File: config.mk
export PLATFORM = sky130hd
export DESIGN_NAME = chunk_completion_tracker_unit
export DESIGN_NICKNAME = d
export VERILOG_FILES = /design/src/sv/cct_pkg.sv /design/src/sv/chunk_completion_tracker_unit.sv /design/src/sv/cct_datapath.sv /design/src/sv/cct_ctrl.sv
export SDC_FILE = /design/constraint.sdc
export NUM_CORES = 2
export LEC_CHECK = 0
export ABC_AREA = 1
export BUFFER_PORTS_ARGS = -buffer_cell sky130_fd_sc_hd__buf_2
export CAP_MARGIN = 20
export CORE_MARGIN = 4
export CORE_UTILIZATION = 55
export CTS_CLUSTER_SIZE = 24
export DETAILED_ROUTE_END_ITERATION = 6
export PLACE_DENSITY = 0.71
export SYNTH_ARGS = -nofsm -noshare
export SYNTH_HDL_FRONTEND = slang
export SYNTH_SLANG_ARGS = --single-unit
File: constraint.sdc
create_clock -name clk -period 21.3 [get_ports clk]
set_clock_uncertainty 0.1 [all_clocks]
set_input_delay 0 -clock clk [delete_from_list [all_inputs] [get_ports clk]]
set_output_delay 0 -clock clk [all_outputs]
set_load 0.05 [all_outputs]
File: src/sv/cct_pkg.sv
// Shared types and constants for the chunk completion tracker.
package cct_pkg;

	localparam int MaxChunks = 1024;
	localparam int IdxW      = $clog2(MaxChunks);
	localparam int CntW      = IdxW + 1;

	localparam logic [CntW-1:0] CountReset = CntW'(1);
	localparam logic [CntW-1:0] CountMax   = {CntW{1'b1}};
	localparam logic [IdxW-1:0] LastIdx    = IdxW'(MaxChunks - 1);

	// Item modes
	localparam logic MODE_QUERY = 1'b0;
	localparam logic MODE_MARK  = 1'b1;

	typedef struct packed {
		logic            mode;
		logic [IdxW-1:0] chunk_index;
	} cct_in_t;

	typedef struct packed {
		logic            in_range;
		logic            was_done;
		logic            newly_marked;
		logic [CntW-1:0] completed_count;
	} cct_out_t;

	// Controller to datapath commands
	typedef struct packed {
		logic clear_en;
		logic accept;
		logic exec;
	} cct_cmd_t;

	// Datapath to controller status
	typedef struct packed {
		logic clear_last;
	} cct_stat_t;

	typedef enum logic [2:0] {
		ST_CLEAR = 3'b001,
		ST_IDLE  = 3'b010,
		ST_EXEC  = 3'b100
	} cct_state_t;

endpackage

File: src/sv/chunk_completion_tracker_unit.sv
// Top level of the chunk completion tracker: controller plus datapath.
//
//  channel   signals                 direction  handshake
//  item      start, item, busy       in         taken when start & !busy
//  result    done, result            out        one-cycle strobe, no back-pressure
//  config    cfg_we, cfg_data        in         written when cfg_we
//
// For each item the bitmap memory read is registered first, then the
// bit is tested, set and the count updated; done pulses the cycle after that,
// and busy is already low then, so the next item can be accepted while done pulses.
// After reset a clearing pass zeroes the 1024-entry bitmap, one entry per
// cycle, with busy high. Results cannot be stalled.
module chunk_completion_tracker_unit import cct_pkg::*; (
	input  logic            clk,
	input  logic            arst_n,
	input  logic            start,
	output logic            busy,
	input  cct_in_t         item,
	input  logic            cfg_we,
	input  logic [CntW-1:0] cfg_data,
	output logic            done,
	output cct_out_t        result
);

	cct_cmd_t  cmd;
	cct_stat_t stat;

	cct_ctrl u_ctrl (
		.clk    (clk),
		.arst_n (arst_n),
		.start  (start),
		.stat   (stat),
		.cmd    (cmd),
		.busy   (busy)
	);

	cct_datapath u_datapath (
		.clk      (clk),
		.arst_n   (arst_n),
		.cmd      (cmd),
		.stat     (stat),
		.item     (item),
		.cfg_we   (cfg_we),
		.cfg_data (cfg_data),
		.done     (done),
		.result   (result)
	);

endmodule

File: src/sv/cct_datapath.sv
// Datapath: done bitmap memory, chunk limit, completed count and result register.
module cct_datapath import cct_pkg::*; (
	input  logic            clk,
	input  logic            arst_n,
	input  cct_cmd_t        cmd,
	output cct_stat_t       stat,
	input  cct_in_t         item,
	input  logic            cfg_we,
	input  logic [CntW-1:0] cfg_data,
	output logic            done,
	output cct_out_t        result
);

	logic            bits_mem [MaxChunks];
	logic            rd_q;
	logic            mode_q;
	logic [IdxW-1:0] idx_q;
	logic [IdxW-1:0] clr_q;
	logic [CntW-1:0] chunk_count_q;
	logic [CntW-1:0] total_q;
	logic            done_q;
	cct_out_t        result_q;

	logic            in_rng;
	logic            fresh;
	logic [CntW-1:0] total_nxt;

	// Work out the beat's result from the registered bit
	always_comb begin
		in_rng    = {1'b0, idx_q} < chunk_count_q;
		fresh     = in_rng && (mode_q == MODE_MARK) && !rd_q;
		total_nxt = (fresh && (total_q != CountMax)) ? total_q + CntW'(1) : total_q;
	end

	// Bitmap memory: one write port shared by the clearing pass and marks
	always_ff @(posedge clk) begin
		if (cmd.clear_en) begin
			bits_mem[clr_q] <= 1'b0;
		end else if (cmd.exec && fresh) begin
			bits_mem[idx_q] <= 1'b1;
		end
		if (cmd.accept) begin
			rd_q <= bits_mem[item.chunk_index];
		end
	end

	// Hold the accepted beat and the result
	always_ff @(posedge clk) begin
		if (cmd.accept) begin
			mode_q <= item.mode;
			idx_q  <= item.chunk_index;
		end
		if (cmd.exec) begin
			result_q.in_range        <= in_rng;
			result_q.was_done        <= in_rng & rd_q;
			result_q.newly_marked    <= fresh;
			result_q.completed_count <= total_nxt;
		end
	end

	// Control state: clear counter, limit register, count, strobe
	always_ff @(posedge clk or negedge arst_n) begin
		if (!arst_n) begin
			clr_q         <= '0;
			chunk_count_q <= CountReset;
			total_q       <= '0;
			done_q        <= 1'b0;
		end else begin
			if (cmd.clear_en) begin
				clr_q <= clr_q + IdxW'(1);
			end
			if (cfg_we) begin
				chunk_count_q <= cfg_data;
			end
			if (cmd.exec) begin
				total_q <= total_nxt;
			end
			done_q <= cmd.exec;
		end
	end

	assign stat.clear_last = (clr_q == LastIdx);
	assign done            = done_q;
	assign result          = result_q;

endmodule

File: src/sv/cct_ctrl.sv
// Controller: clearing pass after reset, then accept and execute one beat at a time.
module cct_ctrl import cct_pkg::*; (
	input  logic      clk,
	input  logic      arst_n,
	input  logic      start,
	input  cct_stat_t stat,
	output cct_cmd_t  cmd,
	output logic      busy
);

	cct_state_t state_q;
	cct_state_t state_nxt;

	// Next state and commands
	always_comb begin
		state_nxt    = state_q;
		cmd.clear_en = 1'b0;
		cmd.accept   = 1'b0;
		cmd.exec     = 1'b0;
		busy         = 1'b1;
		case (state_q)
			ST_CLEAR: begin
				cmd.clear_en = 1'b1;
				if (stat.clear_last) begin
					state_nxt = ST_IDLE;
				end
			end
			ST_IDLE: begin
				busy = 1'b0;
				if (start) begin
					cmd.accept = 1'b1;
					state_nxt  = ST_EXEC;
				end
			end
			ST_EXEC: begin
				cmd.exec  = 1'b1;
				state_nxt = ST_IDLE;
			end
			default: begin
				state_nxt = ST_CLEAR;
			end
		endcase
	end

	// Advance state
	always_ff @(posedge clk or negedge arst_n) begin
		if (!arst_n) begin
			state_q <= ST_CLEAR;
		end else begin
			state_q <= state_nxt;
		end
	end

endmodule

# Yosys cells after proc, flatten, opt, wreduce, memory -nomap -nowiden

Memory sizes are Yosys's and may differ from the RTL's. A register that Yosys moved wholly into a read port is not among the register bits.
Index checks and enable logic that the tools add are counted.

Add/subtract/negate cells: 2
Order comparisons: 1
Eq/ne operators: 7
Multiplexer cells: 17
Bitwise logic cells: 1
Reduce and logical (&&, ||, !) cells: 7

Operators by type and width:

| operator                | number |
|---|---|
| $mux W1                 | 12 |
| $add A11 B1 Y11 const B | 1 |
| $lt A10 B11 Y1          | 1 |
| $mux W11                | 1 |
| $ne A11 B11 Y1 const B  | 1 |
| $add A10 B1 Y10 const B | 1 |
| $eq A10 B10 Y1 const B  | 1 |
| $mux W10                | 1 |
| $pmux W3 S3             | 1 |
| $mux W3                 | 2 |
| $logic_and A1 B1 Y1     | 4 |
| $ne A2 B2 Y1 const B    | 2 |
| $eq A3 B1 Y1 const B    | 1 |
| $eq A3 B2 Y1 const B    | 1 |
| $eq A3 B3 Y1 const B    | 1 |
| $reduce_and A2 Y1       | 1 |
| $and A1 B1 Y1           | 1 |
| $logic_not A1 Y1        | 1 |
| $reduce_or A1 Y1        | 1 |

Flip-flop bits (word level): 61
RAM bits: 1,024
Output and inout port bits: 16
Logic and storage cells: 47
Memories: 1

Memories:

| name                | depth | width | rd ports | clocked after memory_dff | write ports | RTL line           | source |
|---|---|---|---|---|---|---|---|
| u_datapath.bits_mem | 1,024 | 1     | 1        | 1                        | 1           | cct_datapath.sv:14 | `logic bits_mem [MaxChunks];` |

# Longest topological paths before layout

Depth in word-level cells: 9
Depth in mapped cells: 18
Gate-level depth less buffers: 15

# Modules after synthesis

From an unflattened synthesis, not the netlist that was laid out.

Cells, all modules: 4,964
Area total of the unflattened synthesis: 48,913.2 µm²

Modules (own cells, without submodules):

| module       | times used | cells an instance | area an instance (µm²) | sequential area each (µm²) |
|---|---|---|---|---|
| cct_datapath | 1          | 4,940             | 48,749.3               | 32,357.3 |
| cct_ctrl     | 1          | 24                | 163.9                  | 76.3 |

# Least setup slack after synthesis

OpenSTA, ideal clock, no wires.

Kind: register to register
Start: register u_datapath.idx_q[8]
End: memory u_datapath.bits_mem[1023], enable pin
Arrival time: 8,780 ps
Required time: 20,901 ps
Setup slack: 12,121 ps
Stages on the path, launching flop included: 17
Path buffers: 3
Clock period less this slack: 9,179 ps
Cell sequence: edfxtp_1 ha_1 a21oi_1 o21a_1 nand2_1 a31oi_4 nand3_4 buf_2 inv_2 nand2_1 nand2_1 nand2_1 nor2_2 nand3_1 buf_2 buf_2 nor2_1

Cells in the longest elaborated chain, start to end: 9

Ends and longest elaborated chain:

| item                                                 | RTL line           | source |
|---|---|---|
| from (decl)                                          | cct_datapath.sv:17 | `logic [IdxW-1:0] idx_q;` |
| from (signal assigned)                               | cct_datapath.sv:51 | `idx_q <= item.chunk_index;` |
| $lt A10 B11 Y1 (*)                                   | cct_datapath.sv:30 | `in_rng = {1'b0, idx_q} < chunk_count_q;` |
| via u_datapath.in_rng                                | cct_datapath.sv:24 | `logic in_rng;` |
| $logic_and A1 B1 Y1 (*) (2 in a row)                 | cct_datapath.sv:31 | `fresh = in_rng && (mode_q == MODE_MARK) && !rd_q;` |
| $logic_and A1 B1 Y1 (*)                              | cct_datapath.sv:39 | `end else if (cmd.exec && fresh) begin` |
| $mux W1 (*)                                          | cct_datapath.sv:39 |  |
| $mux W1 (*)                                          | cct_datapath.sv:37 | `if (cmd.clear_en) begin` |
| $mux W1 (not written as such) (*)                    | cct_datapath.sv:40 | `bits_mem[idx_q] <= 1'b1;` |
| $reduce_or A1 Y1 (no source line)                    | --                 |  |
| $mux W10 (no source line) or $mux W1 (tied branches) | --                 |  |
| to (decl)                                            | cct_datapath.sv:14 |  |

Mark *: on every way through the listed nets, which the timed path passes. The rest lies on a longest branch.

# Worst setup path in the final report

Start: register u_datapath.idx_q[6]
End: memory u_datapath.bits_mem[255], enable pin

The elaborated chain is that of the path after synthesis.

==> impl_metrics.toml <==
[pwr]
p_leak_nw = 19.0
ir_drop_mv = 0.0811
power_density_mw_per_mm2 = 89.3

[sta]
worst_slew_pin_slew_ns = 1.20
rsz0062_at_grt = "no"
fin_crit_sh_pct = 23.7
max_freq_ghz = 0.198
hold_violations = 0
final.min_clock_period_ns = 5.04
setup_viol_count_final = 0
slew_headroom_pct = 20.0
slew_viol_final = 0
tns_ns = 0

[floorplan]
core-area_mm2 = 0.0873
floorplan.rows = 108
die-area_mm2 = 0.0934
start_util_pct = 55.8
io_pins = 42
die_y_um = 306
fp.dieW_um = 306

[hold_path]
hp-class = "primary input to register"

[final_layout]
layout-drive-gt1-share_pct = 7.30
final_cell_mix = "nand2_1, edfxtp_1, nor2_1, nand3_1, clkbuf_16"
final_common_cell = "nand2_1"
fin_cells = 6075
area_growth_syn_to_layout_pct = 11.1
final_nets = 4860
diodes = 0

[placement]
gp_congestion = 0.849
dp_hpwl_um = 69700
dp.cells = 5796
port_buffers = 41

[flow_run]
cap_violations = 0

[synth]
synth_edf_count = 1050
syn_nets = 4992
syn_area_mm2 = 0.0487
syn_avg_cell_area_um2 = 9.84
ys_ff_latch = 1086
synth_area_leaders = "edfxtp_1, nand3_1, nand2_1"
synth_ff_type = "edfxtp_1"
yosysUniqueCellTypes = 32
ys_seq_area_share_pct = 66.6
async_flop_share_pct = 3.31
syn_inst = 4955
yosysWarningCount = 0
netlist.area_leader.share_pct = 64.7
yosys.area.top_type = "edfxtp_1"

[cts]
clock_path_buffers = 3
clock-root-buffer = "clkbuf_16"
cts_setup_buffers = 0
clk_pin_slew_ns = 0.06
cts_resized = 0
cts_buffers = 110
cts_htree_levels = 3
insertion_delay_ns = 0.69
cts.sinks = 1086
cts_tree = "done"
ctsHoldBuffers = 54

[grt]
overflow = 0
antenna_found_initial = 0
grt_pass1_wl_um = 204000
first_global_vias = 34100
grt_usage_pct = 28.1
grt_max_degree = 270

[drt]
drc = 0
first_iter_violations = 5111
wire_per_inst_um = 22.1
ant_nets = 0
firstDrtPassIters = 6
vias_per_cell = 5.99
vias = 36400
drt_wl_total_um = 134000

[status]
status = "finished, final reports clean"

[worst_setup_path]
end_kind = "register"
cp_max_fo = 29
arrival_ns = 5.29
cp-start-kind = "register"
cp.required_ns = 21.55
worstSetupPathType = "register to register"
[report_power, final]
group	internal [mW]	switching (mW)	total [mW]	leakage [nW]
logic	0.107	0.422	0.530	5.91
registers	2.33	0.0150	2.35	11.3
clock network	1.14	0.824	1.96	1.81
[cell usage after synthesis (3+ instances only)]
master / number
clkbuf_1: 347
nand2_1: 1182
nor3_1: 5
o21ai_1: 7
nand3_2: 7
nor2_2: 14
inv_1: 50
xor2_1: 16
buf_1: 49
nand3_1: 1053
a21oi_1: 4
buf_2: 24
edfxtp_1: 1050
nor2_1: 1044
nor2_4: 3
o21ai_2: 4
ha_1: 11
nand4_1: 3
o21ai_0: 26
dfrtp_1: 34
inv_2: 8
[through the flow]
step	utilization, %	hold slack (ns)	cell area, um2	setup WS, ns	power [mW]
after floorplan	-	-0.396	48700	12.12	2.69
after global placement	56.7	0.0393	49500	16.46	2.89
after detailed placement	56.7	0.0482	49500	16.36	2.89
after CTS	61.6	0.0172	53700	16.31	4.83
after global routing	62.0	0.0446	54200	15.88	4.98
final	62.0	0.0539	54200	16.26	4.84
[logic make-up after synthesis]
group                      Yosys count  share of synthesized area, %
AOI/OAI and AO/OA                   46                         0.557
xor gates and xnor gates            18                         0.323
adders and majority gates           11                         0.282
buffers and inverters              478                          3.74
DFF                               1086                          66.6
and+or+nand+nor                   3316                          28.5
[state kept, by name (all words and copies together) (netlist names)]
register / count
u_ctrl.state_q: 3
u_datapath.bits_mem: 1024
u_datapath.chunk_count_q: 11
u_datapath.clr_q: 10
u_datapath.done: 1
u_datapath.idx_q: 10
u_datapath.mode_q: 1
u_datapath.rd_q: 1
u_datapath.result: 14
u_datapath.total_q: 11
[per-layer routing]
metal  up-vias  global-route usage, %  share of wire [%]
li1      16500                      -                  -
met1     17600                   38.5                 38
met2      2007                   45.5                 47
met3       322                   4.76                 11
met4         0                   10.7                3.9
met5         -                      0                  0
[cell type report]
cell class                 count  area (um2)
timing repair buffer         176        1750
clock inverter                73         703
tap                         1155        1450
clock buffer                 136        2970
fill                        7008       33100
multi-input combinational   3391       14600
sequential                  1086       32400
inverter                      58         246
[worst max-delay path: stages, from the launching register on]
cell and delay, ns:
edfxtp_1 0.43, ha_1 0.34, a21oi_1 0.16, o21ai_1 0.08
nand2_1 0.06, nand2_1 0.08, a31oi_4 0.22, nand3_4 0.33
o21ai_1 0.44, inv_1 0.14, nor2_2 0.77, nand3_2 1.12
nor2_1 0.40
[final timing paths]
check                                                start                                  to  slack (ns)  cells past startpoint
setup / recovery             u_datapath.idx_q[6]$_DFFE_PP_  u_datapath.bits_mem[255]$_DFFE_PP_       16.26                     12
hold / removal                                     item[9]       u_datapath.idx_q[9]$_DFFE_PP_        0.05                      2
setup reg to reg             u_datapath.idx_q[6]$_DFFE_PP_  u_datapath.bits_mem[255]$_DFFE_PP_       16.26                     12
hold reg to reg            u_datapath.clr_q[7]$_DFFE_PN0N_     u_datapath.clr_q[7]$_DFFE_PN0N_        0.41                      2
max in group asynchronous                           arst_n   u_datapath.total_q[7]$_DFFE_PN0P_       20.56                      4
min in group asynchronous                           arst_n       u_ctrl.state_q[0]$_DFFE_PN1P_        0.33                      3
Power figures use the tool's default switching activity.
